File: src/hw/rtl/uks_pkg.sv
// shared constants and codes for the unordered key set
package uks_pkg;

   // set geometry
   localparam int CAPACITY  = 16;
   localparam int KEY_WIDTH = 32;

   // item field widths
   localparam int CMD_W    = 2;
   localparam int KEY_W    = 32;
   localparam int STATUS_W = 2;
   localparam int POS_W    = 4;
   localparam int COUNT_W  = 5;

   // derived storage widths
   localparam int KEY_BITS = (KEY_WIDTH < KEY_W) ? KEY_WIDTH : KEY_W;
   localparam int CNT_W    = $clog2(CAPACITY + 1);
   localparam int IDX_W    = (CAPACITY > 1) ? $clog2(CAPACITY) : 1;

   // stream payload widths
   localparam int REQ_DATA_W = KEY_W;
   localparam int REQ_USER_W = CMD_W;
   localparam int RSP_BITS   = STATUS_W + POS_W + COUNT_W;
   localparam int RSP_DATA_W = ((RSP_BITS + 7) / 8) * 8;
   localparam int RSP_PAD_W  = RSP_DATA_W - RSP_BITS;

   typedef enum logic [CMD_W-1:0] {
      CMD_CHECK  = 2'd0,
      CMD_ADD    = 2'd1,
      CMD_DELETE = 2'd2,
      CMD_CLEAR  = 2'd3
   } cmd_type;

   typedef enum logic [STATUS_W-1:0] {
      ST_DONE    = 2'd0,
      ST_PRESENT = 2'd1,
      ST_FULL    = 2'd2,
      ST_ABSENT  = 2'd3
   } status_type;

endpackage

File: src/hw/rtl/unordered_key_set.sv
// unordered key set: key store memory with a search and shift sequencer
// sequence: clear needs no search and goes straight to the finish state; check and add search
// the stored entries and delete also shifts later ones down, one stored entry per cycle through the read port
// flow: one item at a time, the next item is taken only after the result of the last one is
// registered, and the result waits while an earlier response has not yet been taken
// reset: synchronous, clears the key count and control state; stored keys stay undefined
module unordered_key_set (
   input  logic                          clock,
   input  logic                          reset,
   input  logic                          req_tvalid,
   output logic                          req_tready,
   input  logic [uks_pkg::REQ_DATA_W-1:0] req_tdata,  // key[31:0]
   input  logic [uks_pkg::REQ_USER_W-1:0] req_tuser,  // cmd[1:0]
   output logic                          rsp_tvalid,
   input  logic                          rsp_tready,
   output logic [uks_pkg::RSP_DATA_W-1:0] rsp_tdata   // status[1:0], position[5:2], count[10:6]
);
   import uks_pkg::*;

   typedef enum logic [1:0] {
      S_IDLE,
      S_SEARCH,
      S_SHIFT,
      S_FINISH
   } state_type;

   // key store
   logic [KEY_BITS-1:0] key_mem [CAPACITY];
   logic [KEY_BITS-1:0] rd_data_ff;
   logic [IDX_W-1:0]    rd_addr;
   logic                wr_en;
   logic [IDX_W-1:0]    wr_addr;
   logic [KEY_BITS-1:0] wr_data;

   // control and payload registers
   state_type           state_ff,      state_in;
   cmd_type             op_ff,         op_in;
   logic [KEY_BITS-1:0] key_ff,        key_in;
   logic [CNT_W-1:0]    count_ff,      count_in;
   logic [CNT_W-1:0]    issue_ff,      issue_in;
   logic                chk_vld_ff,    chk_vld_in;
   logic [CNT_W-1:0]    chk_idx_ff,    chk_idx_in;
   status_type          res_status_ff, res_status_in;
   logic [CNT_W-1:0]    res_pos_ff,    res_pos_in;
   logic                rsp_valid_ff,  rsp_valid_in;
   logic [RSP_DATA_W-1:0] rsp_data_ff, rsp_data_in;

   logic                req_fire;
   logic                rd_more;
   logic                hit;
   logic                last;
   logic [CNT_W-1:0]    prev_idx;

   assign req_tready = (state_ff == S_IDLE);
   assign req_fire   = req_tvalid & req_tready;
   assign rsp_tvalid = rsp_valid_ff;
   assign rsp_tdata  = rsp_data_ff;

   // compare stage on the data returned by the memory
   assign rd_addr  = issue_ff[IDX_W-1:0];
   assign rd_more  = (issue_ff < count_ff);
   assign hit      = chk_vld_ff && (rd_data_ff == key_ff);
   assign last     = chk_vld_ff && (chk_idx_ff == count_ff - CNT_W'(1));
   assign prev_idx = chk_idx_ff - CNT_W'(1);

   // memory: one write port, one registered read port
   always_ff @(posedge clock) begin
      if (wr_en) begin
         key_mem[wr_addr] <= wr_data;
      end
      rd_data_ff <= key_mem[rd_addr];
   end

   // sequencer next state
   always_comb begin
      state_in      = state_ff;
      op_in         = op_ff;
      key_in        = key_ff;
      count_in      = count_ff;
      issue_in      = issue_ff;
      chk_vld_in    = 1'b0;
      chk_idx_in    = chk_idx_ff;
      res_status_in = res_status_ff;
      res_pos_in    = res_pos_ff;
      rsp_valid_in  = rsp_valid_ff & ~rsp_tready;
      rsp_data_in   = rsp_data_ff;
      wr_en         = 1'b0;
      wr_addr       = count_ff[IDX_W-1:0];
      wr_data       = key_ff;

      unique case (state_ff)
         S_IDLE: begin
            if (req_fire) begin
               op_in    = cmd_type'(req_tuser);
               key_in   = req_tdata[KEY_BITS-1:0];
               issue_in = '0;
               if (cmd_type'(req_tuser) == CMD_CLEAR) begin
                  count_in      = '0;
                  res_status_in = ST_DONE;
                  res_pos_in    = '0;
                  state_in      = S_FINISH;
               end else begin
                  state_in = S_SEARCH;
               end
            end
         end

         S_SEARCH: begin
            if (hit) begin
               // key found at chk_idx_ff
               res_pos_in = chk_idx_ff;
               case (op_ff)
                  CMD_ADD: begin
                     res_status_in = ST_PRESENT;
                     state_in      = S_FINISH;
                  end
                  CMD_DELETE: begin
                     res_status_in = ST_DONE;
                     if (last) begin
                        count_in = count_ff - CNT_W'(1);
                        state_in = S_FINISH;
                     end else begin
                        issue_in = chk_idx_ff + CNT_W'(1);
                        state_in = S_SHIFT;
                     end
                  end
                  default: begin
                     res_status_in = ST_DONE;
                     state_in      = S_FINISH;
                  end
               endcase
            end else if (last || (count_ff == '0)) begin
               // key absent from all held entries
               state_in = S_FINISH;
               if (op_ff == CMD_ADD) begin
                  if (count_ff == CNT_W'(CAPACITY)) begin
                     res_status_in = ST_FULL;
                     res_pos_in    = '0;
                  end else begin
                     wr_en         = 1'b1;
                     res_status_in = ST_DONE;
                     res_pos_in    = count_ff;
                     count_in      = count_ff + CNT_W'(1);
                  end
               end else begin
                  res_status_in = ST_ABSENT;
                  res_pos_in    = '0;
               end
            end else if (rd_more) begin
               chk_vld_in = 1'b1;
               chk_idx_in = issue_ff;
               issue_in   = issue_ff + CNT_W'(1);
            end
         end

         S_SHIFT: begin
            // move each later entry down one place
            if (chk_vld_ff) begin
               wr_en   = 1'b1;
               wr_addr = prev_idx[IDX_W-1:0];
               wr_data = rd_data_ff;
            end
            if (last) begin
               count_in = count_ff - CNT_W'(1);
               state_in = S_FINISH;
            end else if (rd_more) begin
               chk_vld_in = 1'b1;
               chk_idx_in = issue_ff;
               issue_in   = issue_ff + CNT_W'(1);
            end
         end

         S_FINISH: begin
            if (!rsp_valid_ff || rsp_tready) begin
               rsp_valid_in = 1'b1;
               rsp_data_in  = {{RSP_PAD_W{1'b0}}, COUNT_W'(count_ff),
                               POS_W'(res_pos_ff), res_status_ff};
               state_in     = S_IDLE;
            end
         end

         default: begin
            state_in = S_IDLE;
         end
      endcase
   end

   // state and registered outputs
   always_ff @(posedge clock) begin
      if (reset) begin
         state_ff     <= S_IDLE;
         count_ff     <= '0;
         chk_vld_ff   <= 1'b0;
         rsp_valid_ff <= 1'b0;
      end else begin
         state_ff     <= state_in;
         count_ff     <= count_in;
         chk_vld_ff   <= chk_vld_in;
         rsp_valid_ff <= rsp_valid_in;
      end
      op_ff         <= op_in;
      key_ff        <= key_in;
      issue_ff      <= issue_in;
      chk_idx_ff    <= chk_idx_in;
      res_status_ff <= res_status_in;
      res_pos_ff    <= res_pos_in;
      rsp_data_ff   <= rsp_data_in;
   end

endmodule

File: config.mk
export PLATFORM = sky130hd
export DESIGN_NAME = unordered_key_set
export DESIGN_NICKNAME = d
export VERILOG_FILES = /design/src/hw/rtl/uks_pkg.sv /design/src/hw/rtl/unordered_key_set.sv
export SDC_FILE = /design/constraint.sdc
export NUM_CORES = 1
export LEC_CHECK = 0
export ABC_AREA = 1
export BUFFER_PORTS_ARGS = -buffer_cell sky130_fd_sc_hd__clkbuf_2
export CAP_MARGIN = 20
export CELL_PAD_IN_SITES_DETAIL_PLACEMENT = 0
export CELL_PAD_IN_SITES_GLOBAL_PLACEMENT = 1
export CORE_MARGIN = 10
export CORE_UTILIZATION = 55
export DETAILED_ROUTE_END_ITERATION = 16
export GPL_TIMING_DRIVEN = 1
export PLACE_DENSITY_LB_ADDON = 0.1
export REMOVE_ABC_BUFFERS = 1
export SLEW_MARGIN = 25
export SYNTH_ARGS = -nofsm -noshare
export SYNTH_HDL_FRONTEND = slang
export SYNTH_SLANG_ARGS = --single-unit
export TNS_END_PERCENT = 100
File: constraint.sdc
create_clock -name clock -period 12.75 [get_ports clock]
set_input_delay 2.55 -clock clock [delete_from_list [all_inputs] [get_ports clock]]
set_output_delay 2.55 -clock clock [all_outputs]
set_load 0.01 [all_outputs]
; ---- Word-level counts from Yosys, hierarchy flattened
; Memory sizes are Yosys's and may differ from the RTL's. A register that Yosys moved wholly into a read port is not among the register bits.
; Index checks and enable logic that the tools add are counted.
[word_totals]
register_bits = 70
latchBits = 0
ramBits = 512
rom_bits = 0
in_bits = 38
output_inout_bits = 18
elab_cells = 123
n_memories = 1
[op_classes]
addsub = 5
multipliers = 0
div_mod_pow = 0
magnitude_cmp = 1
n_eq_ne = 22
shift = 0
mux = 63
bitwise = 3
reduce_logical = 17
[memory_table]
columns = name, depth, width, read_ports, rd_ports_with_merged_regs, write_ports, line_no
row1 = key_mem, 16, 32, 1, 1, 1, unordered_key_set.sv:28  ; logic [KEY_BITS-1:0] key_mem [CAPACITY];
[op_table]
columns = op, count
row1 = 5-bit two-way mux, 19
row2 = 32-bit two-way mux, 2
row3 = 32-bit == test, 1
row4 = 5-bit case mux with 3 select lines, 2
row5 = 2-bit two-way mux, 12
row6 = 4-bit two-way mux, 6
row7 = 1-bit two-way mux, 16
row8 = "5-bit by 1-bit adder with 5-bit output, second input constant", 3
row9 = "3-bit != test, second input constant", 5
row10 = 4-bit AND reduction, 3
row11 = "2-bit != test, second input constant", 5
row12 = 5-bit case mux with 2 select lines, 1
row13 = "2-bit == test, second input constant", 4
row14 = 2-bit case mux with 4 select lines, 1
row15 = 4-bit case mux with 2 select lines, 1
row16 = 7-bit AND reduction, 1
row17 = 6-bit AND reduction, 1
row18 = 5-bit == test, 1
row19 = "5-bit == test, second input constant", 1
row20 = 5-bit logical NOT, 1
row21 = 5-bit less-than comparator, 1
row22 = "5-bit by 1-bit subtractor with 5-bit output, second input constant", 1
row23 = "2-bit by 1-bit == test with 1-bit output, second input constant", 2
row24 = "2-bit by 1-bit != test with 1-bit output, second input constant", 2
row25 = other kinds (13), 19

; ---- Longest topological paths before layout
[logic_depth]
ltp_word = 9
mapped_depth = 16
depth_no_buf = 16

; ---- Least setup slack after synthesis
; Ideal clock, no wire load.
[synth_timing]
path_type = reg-to-reg
startpoint = reg count_ff[0]
endpoint = mem key_mem[10][0] in the netlist's numbering, enable pin
setup_ns = 0.461
t_arrival_ns = 4.176
required_ns = 12.289
path_slack_ns = 8.113
path_stages_with_launch = 17
path_buffers = 1
synth_period_minus_slack_ns = 4.637
cell_sequence = dfxtp_1 > inv_2 > ha_1 > inv_1 > nand2_1 > nand2_1 > nand2_1 > nor2_4 > nand3_2 > nor2_4 > nor2_2 > nor3_2 > nand2_1 > nand2_2 > nand2_4 > buf_6 > nor3_1
[synth_between]
elab_chain_len = 9
elab_cells_between_ends = 15
classes_between = 1 x add/sub / 2 x eq/ne / 9 x mux / 3 x reduce/logical
[synth_rtl]
columns = item, line_no
row1 = "start, declared", unordered_key_set.sv:39  ; logic [CNT_W-1:0] count_ff, count_in;
row2 = "start signal, assigned", unordered_key_set.sv:197  ; count_ff <= count_in;
row3 = 5-bit by 1-bit subtractor with 5-bit output, unordered_key_set.sv:63  ; assign last = chk_vld_ff && (chk_idx_ff == count_ff - CNT_W'(1));
row4 = 5-bit == test, unordered_key_set.sv:63
row5 = 1-bit logical AND, unordered_key_set.sv:63
row6 = 1-bit logical OR, unordered_key_set.sv:132  ; end else if (last || (count_ff == '0)) begin
row7 = 1-bit two-way mux, unordered_key_set.sv:132
row8 = 1-bit two-way mux, unordered_key_set.sv:109  ; if (hit) begin
row9 = 1-bit case mux with 2 select lines, unordered_key_set.sv:91  ; unique case (state_ff)
row10 = 1-bit two-way mux, unordered_key_set.sv:68  ; if (wr_en) begin
row11 = 1-bit two-way mux (not written as such), unordered_key_set.sv:69  ; key_mem[wr_addr] <= wr_data;
row12 = "end, declared", unordered_key_set.sv:28
; Parallel ways exist; a longest one is shown, timed or not.

; ---- Worst setup path after layout
[layout_timing]
startpoint = reg state_ff[0]
endpoint = out req_tready
[layout_between]
elab_chain_len = 1
[layout_rtl]
columns = item, line_no
row1 = "start, declared", unordered_key_set.sv:36  ; state_type state_ff, state_in;
row2 = "start signal, assigned", unordered_key_set.sv:196  ; state_ff <= state_in;
row3 = 2-bit logical NOT, unordered_key_set.sv:54  ; assign req_tready = (state_ff == S_IDLE);
row4 = "end, declared", unordered_key_set.sv:11  ; output logic req_tready,
; Every way passes these cells.

==> results.json <==
{
  "clock_path_buffers": 3,
  "cpMaxStageDelayCell": "dfxtp_1",
  "use_met3_pct": 3.41,
  "holdWs_ps": 423,
  "skew_ps": 45.0,
  "cts_resized": 0,
  "cp-start-kind": "flop",
  "grtUsageMet2_pct": 37.5,
  "cts-buffers-inserted": 61,
  "ys_warn_count": 0,
  "grt_first_pass_wirelength_mm": 97.2,
  "fillers": 3528,
  "final_common_cell": "edfxtp_1",
  "clock-sinks": 614,
  "final_nets": 2259,
  "drt_pass1_iterations": 5,
  "status": "finished clean",
  "gr-usage-met1_pct": 32.0,
  "drc": 0,
  "slew_headroom_pct": 28.1,
  "endpoint_kind": "primary output",
  "synth_cell_types": 40,
  "worstHoldPathCells": 0,
  "period_share_pct": 31.8,
  "die-area_um2": 55000,
  "grt_max_degree": 236,
  "grt_pass1_vias": 16005,
  "ys_seq_area_share_pct": 71.3,
  "hold_class": "reg2reg",
  "cts_hold_buf": 0,
  "die_h_um": 234,
  "syn_inst": 2151,
  "worst-setup-path-type": "reg2out",
  "path_max_fanout": 5,
  "worst_path_largest_cell_delay_ps": 400,
  "ir_worst_vdd_mv": 0.202,
  "path_cells": "inv_1, ha_1, clkbuf_2",
  "fin_tns_setup_ps": 0,
  "core_area_um2": 45400,
  "drive_above_1_share_pct": 11.8,
  "critical_path.top_delay_family": "flip-flops",
  "antenna_found_initial": 0,
  "totalWireLength_mm": 64.3,
  "path_buf_inv": 2,
  "drtIter0Drc": 1658,
  "async_flop_share_pct": 0,
  "num_io_pins": 56,
  "maxCapViolations": 0,
  "initial_core_util_pct": 55.7,
  "synth_ff_type": "edfxtp_1",
  "clkTransAtPathRegs_ps": 60,
  "min_period_ps": 4060,
  "rows": 78,
  "syn_area_per_cell_um2": 11.8,
  "chipWidth_um": 234,
  "num_antenna_cells": 0,
  "clock.fmax_ghz": 0.246,
  "leakagePower_nw": 10.1,
  "grt_setup_unrepaired": "false",
  "setup_viol": 0,
  "gr-total-overflow": 0,
  "dp.final_hpwl_mm": 38.6,
  "wl_per_cell_um": 22.5,
  "reg2reg_depth": 11,
  "layout_common_cells": "edfxtp_1, nand2_1, nor2_1",
  "hold_violations": 0,
  "io_buffers": 50,
  "tightest_slew_ps": 1070,
  "area_delta_synth_final_pct": 12.8,
  "vias_per_cell": 5.87,
  "vias": 16800,
  "required_ps": 10200,
  "busiest_layer": "met2",
  "worstSkewPairLatency_ps": 640,
  "synth-seq-cells": 614,
  "cts_root_buf": "clkbuf_16",
  "antenna_left": 0,
  "crit_arrival_ps": 1510,
  "post_cts_buffers": 0,
  "tritoncts": "built",
  "htree_levels": 2,
  "synth_edf_count": 573,
  "gp_congestion": 0.910,
  "gr-usage-all-layers_pct": 23.3,
  "drv_slew": 0,
  "p_per_area_nw_per_um2": 213,
  "synth_area_um2": 25300,
  "cp.depth": 3
}
==> per-stage QoR <==
stage	area, µm²	worst slack (ps)	std cells	utilization, %	power (mW)
2_1_floorplan	24800	3010	2037	-	3.67
3_3_place_gp	26400	8830	2743	58.1	4.23
3_5_place_dp	26400	8800	2743	58.1	4.26
4_1_cts	28500	8680	2859	62.7	6.10
5_1_grt	28500	8520	2860	62.9	6.40
6_report	28500	8690	2860	62.9	6.09
==> where the power goes <==
| part | leakage, nW | switching (mW) | internal [mW] |
|---|---|---|---|
| Sequential | 5.52 | 0.0915 | 2.42 |
| Combinational | 3.60 | 1.25 | 0.489 |
| Clock | 1.03 | 0.749 | 1.09 |
| Total | 10.1 | 2.09 | 4.00 |
==> area by class of cell <==
type                    count  area [µm²]  area share (%)
flip-flops and latches    614       18000            63.1
multi-input cells        1310        6520            22.8
clock buffers              79        1680            5.90
well taps                 600         751            2.63
repair buffers            107         714            2.50
inverters                 113         432            1.51
clock inverters            37         422            1.48
==> state kept, by name (all words and copies together) (netlist names), 4 cells and up <==
signal and cells:
key_ff 32, rsp_tdata 11, rd_data_ff 32, count_ff 5, res_pos_ff 4, key_mem 512
chk_idx_ff 5, issue_ff 5
==> final timing paths <==
check | from | to | slack [ps]
max | state_ff[0] | req_tready | 8690
min | res_pos_ff[1] | rsp_tdata[3] | 420
max reg2reg | state_ff[0] | key_mem[15][3] | 8830
min reg2reg | res_pos_ff[1] | rsp_tdata[3] | 420
==> per-layer routing <==
metal | vias to the layer above | share of wire, %
met5 | - | 0
met2 | 613 | 48
li1 | 7847 | -
met3 | 114 | 6.3
met4 | 0 | 3.2
met1 | 8226 | 43
==> cell usage after synthesis (all sizes together) (2+ instances only) <==
cell type / number / area [µm²]
nand3: 103 / 536
buf: 22 / 126
clkinv: 4 / 16.3
dfxtp: 41 / 821
o22ai: 79 / 494
and2: 3 / 18.8
xnor2: 12 / 105
nand4: 14 / 87.6
inv: 109 / 409
o221ai: 49 / 429
o32ai: 4 / 35.0
a21oi: 19 / 95.1
nand2: 338 / 1300
o21ai: 300 / 1500
o211ai: 17 / 128
edfxtp: 573 / 17200
nor3: 20 / 110
clkbuf: 96 / 360
nand3b: 2 / 15.0
nor2: 318 / 1220
xor2: 5 / 43.8
ha: 14 / 175
or2: 3 / 18.8
==> kinds of logic after synthesis <==
logic type,after synthesis,share of synthesized area [%]
xor gates and xnor gates,17,0.589
buffers and inverters,231,3.61
other,1,0.0148
and+or+nand+nor,803,13.1
DFF,614,71.3
adders and majority gates,14,0.692
AOI/OAI and AO/OA,471,10.7
(Power assumes the default switching activity.)
